===== src/design/krf_pkg.sv =====
`timescale 1ns / 1ps
// ----------------------------------------------------------------------------
// Key report framer package
// Frame layout constants, command codes, register codes and shared types.
// ----------------------------------------------------------------------------
package krf_pkg;

	localparam int FRAME_LEN    = 32;
	localparam int BYTE_IDX_W   = 5;
	localparam int PAYLOAD_POS  = 3;
	localparam int PAYLOAD_LEN  = 6;
	localparam int IDLE_POS     = 9;
	localparam int BITMAP_POS   = 10;
	localparam int BITMAP_LEN   = 20;
	localparam int TAIL_W       = 3;

	localparam logic [7:0] SOF_BYTE    = 8'hAA;
	localparam logic [7:0] LEN_BYTE    = 8'(FRAME_LEN - 3);
	localparam logic [7:0] TYPE_BYTE   = 8'h02;
	localparam logic [7:0] CSUM_SEED   = 8'h55;
	localparam logic [7:0] PHANTOM_KEY = 8'h01;

	typedef enum logic [1:0] {
		CMD_SIX_KEY  = 2'd0,
		CMD_BITMAP   = 2'd1,
		CMD_TAIL     = 2'd2,
		CMD_BASELINE = 2'd3
	} cmd_t;

	typedef enum logic {
		CFG_FORCE_ACTIVE = 1'b0,
		CFG_IDLE_OFF     = 1'b1
	} cfg_reg_t;

	typedef struct packed {
		logic force_active;
		logic idle_off;
	} cfg_t;

	typedef logic [FRAME_LEN-1:0][7:0] frame_t;

endpackage


===== src/design/krf_if.sv =====
`timescale 1ns / 1ps
// ----------------------------------------------------------------------------
// Framer channel interfaces
// Report command channel, frame byte channel and register write channel.
// ----------------------------------------------------------------------------
interface krf_report_if import krf_pkg::*; ();
	logic        valid;
	logic        ready;
	logic [1:0]  cmd;
	logic [47:0] key_report;
	logic [7:0]  modifiers;
	logic [63:0] bitmap_low;
	logic [63:0] bitmap_mid;
	logic [31:0] bitmap_high;

	modport source (output valid, cmd, key_report, modifiers, bitmap_low, bitmap_mid,
		bitmap_high, input ready);
	modport sink (input valid, cmd, key_report, modifiers, bitmap_low, bitmap_mid,
		bitmap_high, output ready);
endinterface

interface krf_frame_if import krf_pkg::*; ();
	logic                  valid;
	logic                  ready;
	logic [7:0]            frame_byte;
	logic [BYTE_IDX_W-1:0] byte_index;
	logic                  last_byte;

	modport source (output valid, frame_byte, byte_index, last_byte, input ready);
	modport sink (input valid, frame_byte, byte_index, last_byte, output ready);
endinterface

interface krf_cfg_if ();
	logic valid;
	logic ready;
	logic addr;
	logic data;

	modport source (output valid, addr, data, input ready);
	modport sink (input valid, addr, data, output ready);
endinterface


===== src/design/krf_cell.sv =====
`timescale 1ns / 1ps
// ----------------------------------------------------------------------------
// Framer byte cell
// One byte of the frame line: loads in parallel, then passes its byte on.
// ----------------------------------------------------------------------------
module krf_cell (
	input  logic       clk,
	input  logic       load,
	input  logic       shift,
	input  logic [7:0] load_byte,
	input  logic [7:0] next_byte,
	output logic [7:0] cell_byte
);

	logic [7:0] byte_q;

	// A load takes priority over a shift from the neighbor.
	always_ff @(posedge clk) begin
		if (load) begin
			byte_q <= load_byte;
		end else if (shift) begin
			byte_q <= next_byte;
		end
	end

	assign cell_byte = byte_q;

endmodule


===== src/design/krf_builder.sv =====
`timescale 1ns / 1ps
// ----------------------------------------------------------------------------
// Framer command decoder
// Builds the frame body for a command and keeps the tail and baseline state.
// ----------------------------------------------------------------------------
module krf_builder import krf_pkg::*; #(
	parameter int TAIL_FRAMES = 6
) (
	input  logic        clk,
	input  logic        arst_n,
	input  logic        accept,
	input  cfg_t        cfg,
	input  logic [1:0]  cmd,
	input  logic [47:0] key_report,
	input  logic [7:0]  modifiers,
	input  logic [63:0] bitmap_low,
	input  logic [63:0] bitmap_mid,
	input  logic [31:0] bitmap_high,
	output logic        has_frame,
	output frame_t      frame
);

	logic              prev_active_q;
	logic [TAIL_W-1:0] tail_q;
	logic              baseline_q;

	cmd_t                               cmd_c;
	logic [PAYLOAD_LEN-1:0][7:0]        six_p;
	logic [BITMAP_LEN-1:0][7:0]         bitmap;
	logic                               six_active;
	logic                               bitmap_active;
	logic                               active;

	assign cmd_c  = cmd_t'(cmd);
	assign bitmap = {bitmap_high, bitmap_mid, bitmap_low};

	// Six-key payload: report bytes, or the tail pattern, zeroed by a pending baseline.
	always_comb begin
		six_p = key_report;
		if (cmd_c == CMD_TAIL) begin
			six_p = '0;
			if (!tail_q[0]) begin
				six_p[1] = PHANTOM_KEY;
			end
		end
		if (baseline_q) begin
			six_p = '0;
		end
	end

	assign six_active    = |six_p;
	assign bitmap_active = (|modifiers) || (|bitmap);
	assign active        = (cmd_c == CMD_BITMAP) ? bitmap_active : six_active;

	// Frame body; the checksum byte is produced at the output.
	always_comb begin
		frame     = '0;
		frame[0]  = SOF_BYTE;
		frame[1]  = LEN_BYTE;
		frame[2]  = TYPE_BYTE;
		has_frame = 1'b0;
		case (cmd_c)
			CMD_SIX_KEY, CMD_TAIL: begin
				for (int i = 0; i < PAYLOAD_LEN; i++) begin
					frame[PAYLOAD_POS + i] = six_p[i];
				end
				has_frame = (cmd_c == CMD_SIX_KEY) || (tail_q != '0);
			end
			CMD_BITMAP: begin
				frame[PAYLOAD_POS] = modifiers;
				for (int i = 0; i < BITMAP_LEN; i++) begin
					frame[BITMAP_POS + i] = bitmap[i];
				end
				has_frame = 1'b1;
			end
			default: begin
				has_frame = 1'b0;
			end
		endcase
		frame[IDLE_POS] = {7'd0, !(cfg.force_active || cfg.idle_off || active)};
	end

	// Tail, activity and baseline bookkeeping for each accepted command.
	always_ff @(posedge clk or negedge arst_n) begin
		if (!arst_n) begin
			prev_active_q <= 1'b0;
			tail_q        <= '0;
			baseline_q    <= 1'b0;
		end else if (accept) begin
			case (cmd_c)
				CMD_SIX_KEY, CMD_BITMAP: begin
					if (cmd_c == CMD_SIX_KEY) begin
						baseline_q <= 1'b0;
					end
					if (active) begin
						tail_q <= '0;
					end else if (prev_active_q) begin
						tail_q <= TAIL_W'(TAIL_FRAMES);
					end
					prev_active_q <= active;
				end
				CMD_TAIL: begin
					if (tail_q != '0) begin
						tail_q        <= tail_q - 1'b1;
						baseline_q    <= 1'b0;
						prev_active_q <= active;
					end
				end
				CMD_BASELINE: begin
					baseline_q    <= 1'b1;
					prev_active_q <= 1'b0;
					tail_q        <= '0;
				end
				default: begin
					baseline_q <= baseline_q;
				end
			endcase
		end
	end

endmodule


===== src/design/key_report_framer_with_release_tail_top.sv =====
`timescale 1ns / 1ps
// ----------------------------------------------------------------------------
// Key report framer with release tail
// Turns keyboard report commands into 32-byte radio frames, one byte a beat.
// ----------------------------------------------------------------------------
// A command is decoded in the cycle it is accepted and its frame parked in a
// one-deep holding register. The frame then loads into a line of 32 byte
// cells and shifts out one byte per cycle while the output is ready.
// The next command is accepted while the current frame is still shifting
// out. Commands that produce no frame (an empty tail tick, a baseline
// restart) do not enter the holding register. The checksum byte is formed
// from a running sum as the earlier bytes leave. Output stalls simply hold
// the line.
module key_report_framer_with_release_tail_top import krf_pkg::*; #(
	parameter int TAIL_FRAMES = 6
) (
	input  logic          clk,
	input  logic          arst_n,
	krf_report_if.sink    report,
	krf_frame_if.source   frame,
	krf_cfg_if.sink       cfg
);

	cfg_t                  cfg_q;
	logic                  hold_valid_q;
	frame_t                hold_frame_q;
	logic                  busy_q;
	logic [BYTE_IDX_W-1:0] idx_q;
	logic [7:0]            sum_q;

	logic                  in_fire;
	logic                  out_fire;
	logic                  last_fire;
	logic                  load;
	logic                  has_frame;
	frame_t                built_frame;
	logic [FRAME_LEN-1:0][7:0] cell_bytes;

	assign out_fire  = frame.valid && frame.ready;
	assign last_fire = out_fire && (idx_q == BYTE_IDX_W'(FRAME_LEN - 1));
	assign load      = hold_valid_q && (!busy_q || last_fire);
	assign in_fire   = report.valid && report.ready;

	assign report.ready = !hold_valid_q || load;
	assign cfg.ready    = 1'b1;

	// Register writes.
	always_ff @(posedge clk or negedge arst_n) begin
		if (!arst_n) begin
			cfg_q <= '0;
		end else if (cfg.valid) begin
			case (cfg_reg_t'(cfg.addr))
				CFG_FORCE_ACTIVE: cfg_q.force_active <= cfg.data;
				CFG_IDLE_OFF:     cfg_q.idle_off     <= cfg.data;
				default:          cfg_q              <= cfg_q;
			endcase
		end
	end

	krf_builder #(
		.TAIL_FRAMES(TAIL_FRAMES)
	) u_builder (
		.clk         (clk),
		.arst_n      (arst_n),
		.accept      (in_fire),
		.cfg         (cfg_q),
		.cmd         (report.cmd),
		.key_report  (report.key_report),
		.modifiers   (report.modifiers),
		.bitmap_low  (report.bitmap_low),
		.bitmap_mid  (report.bitmap_mid),
		.bitmap_high (report.bitmap_high),
		.has_frame   (has_frame),
		.frame       (built_frame)
	);

	// Holding register between the decoder and the cell line.
	always_ff @(posedge clk or negedge arst_n) begin
		if (!arst_n) begin
			hold_valid_q <= 1'b0;
		end else if (in_fire && has_frame) begin
			hold_valid_q <= 1'b1;
		end else if (load) begin
			hold_valid_q <= 1'b0;
		end
	end

	always_ff @(posedge clk) begin
		if (in_fire && has_frame) begin
			hold_frame_q <= built_frame;
		end
	end

	// Line of byte cells; cell 0 faces the output.
	for (genvar g = 0; g < FRAME_LEN; g++) begin : g_cell
		logic [7:0] next_byte;
		if (g == FRAME_LEN - 1) begin : g_end
			assign next_byte = 8'h00;
		end else begin : g_mid
			assign next_byte = cell_bytes[g + 1];
		end
		krf_cell u_cell (
			.clk       (clk),
			.load      (load),
			.shift     (out_fire),
			.load_byte (hold_frame_q[g]),
			.next_byte (next_byte),
			.cell_byte (cell_bytes[g])
		);
	end

	// Output position, running byte sum and frame occupancy.
	always_ff @(posedge clk or negedge arst_n) begin
		if (!arst_n) begin
			busy_q <= 1'b0;
			idx_q  <= '0;
			sum_q  <= '0;
		end else if (load) begin
			busy_q <= 1'b1;
			idx_q  <= '0;
			sum_q  <= '0;
		end else if (out_fire) begin
			busy_q <= !last_fire;
			idx_q  <= idx_q + 1'b1;
			sum_q  <= sum_q + cell_bytes[0];
		end
	end

	assign frame.valid      = busy_q;
	assign frame.byte_index = idx_q;
	assign frame.last_byte  = (idx_q == BYTE_IDX_W'(FRAME_LEN - 1));
	assign frame.frame_byte = frame.last_byte ? (CSUM_SEED - sum_q) : cell_bytes[0];

endmodule


===== src/flat_wrapper.sv =====
// flat-port wrapper written by rule: the top's interface ports become plain ports
module key_report_framer_with_release_tail_top_flat import krf_pkg::*;
#(
	parameter int TAIL_FRAMES = 6
)
  (clk, arst_n, report_valid, report_cmd, report_key_report, report_modifiers, report_bitmap_low, report_bitmap_mid, report_bitmap_high, report_ready, frame_valid, frame_frame_byte, frame_byte_index, frame_last_byte, frame_ready, cfg_valid, cfg_addr, cfg_data, cfg_ready);
  krf_report_if report_i ();
  krf_frame_if frame_i ();
  krf_cfg_if cfg_i ();
  input  logic clk;
  input  logic arst_n;
  input wire logic [$bits(report_i.valid)-1:0] report_valid;
  input wire logic [$bits(report_i.cmd)-1:0] report_cmd;
  input wire logic [$bits(report_i.key_report)-1:0] report_key_report;
  input wire logic [$bits(report_i.modifiers)-1:0] report_modifiers;
  input wire logic [$bits(report_i.bitmap_low)-1:0] report_bitmap_low;
  input wire logic [$bits(report_i.bitmap_mid)-1:0] report_bitmap_mid;
  input wire logic [$bits(report_i.bitmap_high)-1:0] report_bitmap_high;
  output wire logic [$bits(report_i.ready)-1:0] report_ready;
  output wire logic [$bits(frame_i.valid)-1:0] frame_valid;
  output wire logic [$bits(frame_i.frame_byte)-1:0] frame_frame_byte;
  output wire logic [$bits(frame_i.byte_index)-1:0] frame_byte_index;
  output wire logic [$bits(frame_i.last_byte)-1:0] frame_last_byte;
  input wire logic [$bits(frame_i.ready)-1:0] frame_ready;
  input wire logic [$bits(cfg_i.valid)-1:0] cfg_valid;
  input wire logic [$bits(cfg_i.addr)-1:0] cfg_addr;
  input wire logic [$bits(cfg_i.data)-1:0] cfg_data;
  output wire logic [$bits(cfg_i.ready)-1:0] cfg_ready;
  assign report_i.valid = report_valid;
  assign report_i.cmd = report_cmd;
  assign report_i.key_report = report_key_report;
  assign report_i.modifiers = report_modifiers;
  assign report_i.bitmap_low = report_bitmap_low;
  assign report_i.bitmap_mid = report_bitmap_mid;
  assign report_i.bitmap_high = report_bitmap_high;
  assign report_ready = report_i.ready;
  assign frame_valid = frame_i.valid;
  assign frame_frame_byte = frame_i.frame_byte;
  assign frame_byte_index = frame_i.byte_index;
  assign frame_last_byte = frame_i.last_byte;
  assign frame_i.ready = frame_ready;
  assign cfg_i.valid = cfg_valid;
  assign cfg_i.addr = cfg_addr;
  assign cfg_i.data = cfg_data;
  assign cfg_ready = cfg_i.ready;
  key_report_framer_with_release_tail_top #(.TAIL_FRAMES(TAIL_FRAMES)) u_core (.clk(clk), .arst_n(arst_n), .report(report_i), .frame(frame_i), .cfg(cfg_i));
endmodule

===== config.mk =====
export PLATFORM = sky130hd
export DESIGN_NAME = key_report_framer_with_release_tail_top_flat
export DESIGN_NICKNAME = d
export VERILOG_FILES = /design/src/design/krf_pkg.sv /design/src/design/krf_if.sv /design/src/design/krf_cell.sv /design/src/design/krf_builder.sv /design/src/design/key_report_framer_with_release_tail_top.sv /design/src/flat_wrapper.sv
export SDC_FILE = /design/constraint.sdc
export NUM_CORES = 1
export LEC_CHECK = 0
export ABC_AREA = 1
export BUFFER_PORTS_ARGS = -buffer_cell sky130_fd_sc_hd__buf_2
export CELL_PAD_IN_SITES_DETAIL_PLACEMENT = 0
export CELL_PAD_IN_SITES_GLOBAL_PLACEMENT = 1
export CORE_AREA = 5 5 210 212
export DETAILED_ROUTE_END_ITERATION = 10
export DIE_AREA = 0 0 215 217
export GPL_TIMING_DRIVEN = 0
export HOLD_SLACK_MARGIN = 0.12
export PLACE_DENSITY_LB_ADDON = 0.1
export SYNTH_ARGS = -nofsm -noshare
export SYNTH_HDL_FRONTEND = slang
export SYNTH_SLANG_ARGS = --single-unit
export TNS_END_PERCENT = 100

===== constraint.sdc =====
create_clock -name clk -period 34.1 [get_ports clk]
set_clock_uncertainty 0.15 [all_clocks]
set_input_delay 1.705 -clock clk [delete_from_list [all_inputs] [get_ports clk]]
set_output_delay 1.705 -clock clk [all_outputs]
set_load 0.02 [all_outputs]

==> run_results.csv <==
group,metric,value,unit
yosys,yosysTopAreaCellShare,0.662,
global_route,grt_use_total,0.204,
routing,drc,0,
sta,max_slew_margin,0.375,
layout,stdcell_area,0.0240,mm²
critical_path,crit_buf_inv,3,
placement,io_buffers,240,
critical_path,cpLargestDelayFamily,"buffers and inverters",
outcome,status,"completed",
critical_path,cp.required,32.24,ns
sta,setup_violations,0,
sta,fmax,229,MHz
floorplanning,core_area,0.0418,mm²
layout,area_growth,17.8,%
floorplanning,die_area,0.0467,mm²
placement,placed_cell_area,0.0224,mm²
placement,post-dp-hpwl,34800,µm
floorplanning,die_w,215,µm
yosys,syn_nets,2250,
routing,drtIter0Drc,1181,
critical_path,crit_type,"flip-flop to output pin",
global_route,grt_max_degree,128,
clocking,clk_latency,0.58,ns
yosys,synth_warnings,0,
routing,ant_nets,0,
worst_hold_path,hp-class,"flip-flop to flip-flop",
global_route,grt_antenna_before_repair,0,
yosys,yosys.area.top_type,"edfxtp_1",
clocking,hold_buffers,0,
floorplanning,die_y,217,µm
placement,gp_congestion,0.865,
yosys,synth_cell_type_count,35,
layout,n_antenna_cell,0,
pwr,p_total,1.48,mW
yosys,synthFlopType,"edfxtp_1",
pwr,leakagePower,11.0,nW
clocking,cts.sinks,471,
critical_path,crit_arrival,2.51,ns
floorplanning,rows,75,
yosys,syn-cell-area,0.0204,mm²
routing,drt-total-wl,48000,µm
pwr,ir_drop,0.0000387,V
yosys,ys_seq_elements,471,
layout,fin_nets,2550,
routing,wl_per_cell,16.7,µm
global_route,grt_overflow,0,
layout,layout-drive-gt1-share,0.162,
floorplanning,initial_core_util,0.488,
sta,setup_ws,29.73,ns
yosys,synth.yosys.seq_area_share,0.689,
routing,vias,14000,
flow_run,max-cap-violations,0,
routing,dr.pass1.iters,5,
pwr,p_per_area,61.8,mW/mm²
critical_path,path_cells,"ha_1 > nand2_1 > nor2_1 > ha_1 > inv_1 > clkbuf_1 > nand2_1 > o21ai_0 > buf_2",
yosys,syn_avg_cell_area,10.1,µm²
sta,fin_crit,4.37,ns
placement,dp_cells,2798,
clocking,cts_tree,"yes",
critical_path,critPathSlowestCell,"dfrtp_1",
clocking,cts_resized,0,
sta,worstMarginPinSlew,0.935,ns
critical_path,max_stage_delay,0.41,ns
critical_path,cp-start-kind,"flip-flop",
global_route,grt_pass1_vias,13800,
sta,final_hold_viol_count,0,
floorplanning,io_pins,242,
sta,report.final.slew_viol_count,0,
clocking,htree_levels,2,
clocking,clockBufferDepth,3,
sta,whs,0.343,ns
clocking,root_buffer,"clkbuf_16",
global_route,grt_pass1_wl,74400,µm
routing,vias_per_cell,4.84,
yosys,synth_cells,2012,
sta,fin_setup_tns,0,ns
placement,pre_cts_ws,29.47,ns
critical_path,worst_setup_path_end_kind,"output pin",
sta,period_share,0.128,
clocking,clk_pin_slew_worst_paths,0.06,ns
critical_path,path_max_fanout,10,
sta,grt_setup_unrepaired,"false",
clocking,cts_buffers,51,
yosys,synthTopCellsByArea,"edfxtp_1 (66%), nand2_1 (13%), nor2_1 (4.9%)",
layout,fin_cells,2883,
layout,final_util,0.575,
yosys,synth-edff-count,449,
yosys,async_flop_share,0.0467,
clocking,cts_setup_buffers,0,
[sequential cells by signal, indices dropped and copies added, names as in the netlist]
register                        count
u_core.g_cell.u_cell.cell_byte    240
u_core.hold_frame_q               209
u_core.sum_q                        8
u_core.frame.byte_index             5
u_core.u_builder.tail_q             3
u_core.cfg_q                        2
u_core.frame.valid                  1
u_core.hold_valid_q                 1
u_core.u_builder.baseline_q         1
u_core.u_builder.prev_active_q      1
[synth_stat cells (2+ instances only)]
cell,n
nand4_1,9
nand3_1,80
a21oi_1,14
nor2_2,3
a31oi_1,3
nor3_1,5
buf_4,2
buf_1,8
o21ai_0,28
buf_2,40
inv_2,4
ha_1,12
clkbuf_1,32
nand2_2,3
nor2_1,267
nand2_1,718
inv_1,264
o211ai_1,13
a22o_1,3
xor2_1,4
edfxtp_1,449
dfrtp_1,22
o22ai_1,3
o21ai_1,4
or2_2,12
[power by group]
group / internal (mW) / total, mW / switching, mW
Clock: 0.317 / 0.531 / 0.215
Combinational: 0.0711 / 0.211 / 0.140
Sequential: 0.716 / 0.741 / 0.0243
[routing by layer]
metal,share of wire,global-route usage
met1,0.43,0.278
met3,0.068,0.0395
met2,0.48,0.336
met5,0,0
met4,0.025,0.0638
[worst reg2reg max path: cells and delay by family (launching register included)]
kind | cells | cell delay, ns
AND/OR/NAND/NOR | 7 | 1.40
flip-flops | 1 | 0.39
adder cells (fa/ha/maj) | 2 | 0.46
buffers and inverters | 5 | 1.17
[worst paths after layout]
path / start / end / slack, ns / cells after the start
max: u_core.frame.byte_index[0]$_DFFE_PN0P_ / frame_frame_byte[5] / 29.73 / 9
min: u_core.u_builder.tail_q[1]$_DFFE_PN0P_ / u_core.u_builder.tail_q[1]$_DFFE_PN0P_ / 0.34 / 2
max reg2reg: u_core.frame.byte_index[0]$_DFFE_PN0P_ / u_core.hold_frame_q[229]$_SDFFCE_PP0P_ / 30.19 / 14
min reg2reg: u_core.u_builder.tail_q[1]$_DFFE_PN0P_ / u_core.u_builder.tail_q[1]$_DFFE_PN0P_ / 0.34 / 2
max in group asynchronous: arst_n / u_core.sum_q[7]$_DFFE_PN0P_ / 32.47 / 1
min in group asynchronous: arst_n / u_core.frame.valid$_DFFE_PN0P_ / 0.96 / 1
[cell type report]
class	instances	area (µm²)
clock buffer	61	1360
inverter	268	1010
clock inverter	24	228
multi-input combinational	1190	4960
tap	539	674
fill	3635	17800
sequential	471	14000
buffer	83	377
timing repair buffer	247	1350
[logic make-up after synthesis]
logic type / count (synthesis) / share of synthesized area
flip-flops: 471 / 0.689
XOR/XNOR: 4 / 0.00172
other: 1 / 0.000184
AND/OR/NAND/NOR: 1101 / 0.212
adder cells (fa/ha/maj): 13 / 0.00835
AO/OA/AOI/OAI: 71 / 0.0205
buffers and inverters: 351 / 0.0679
[cells in the final DEF, fill, tap and decap left out, types with 22 or more instances in the layout]
| cell | instances |
|---|---|
| nand3_1 | 80 |
| inv_1 | 263 |
| clkbuf_16 | 53 |
| o21ai_0 | 28 |
| dfrtp_1 | 22 |
| edfxtp_1 | 449 |
| clkbuf_1 | 40 |
| buf_2 | 280 |
| nand2_1 | 718 |
| nor2_1 | 266 |
Power figures use the tool's default switching activity.
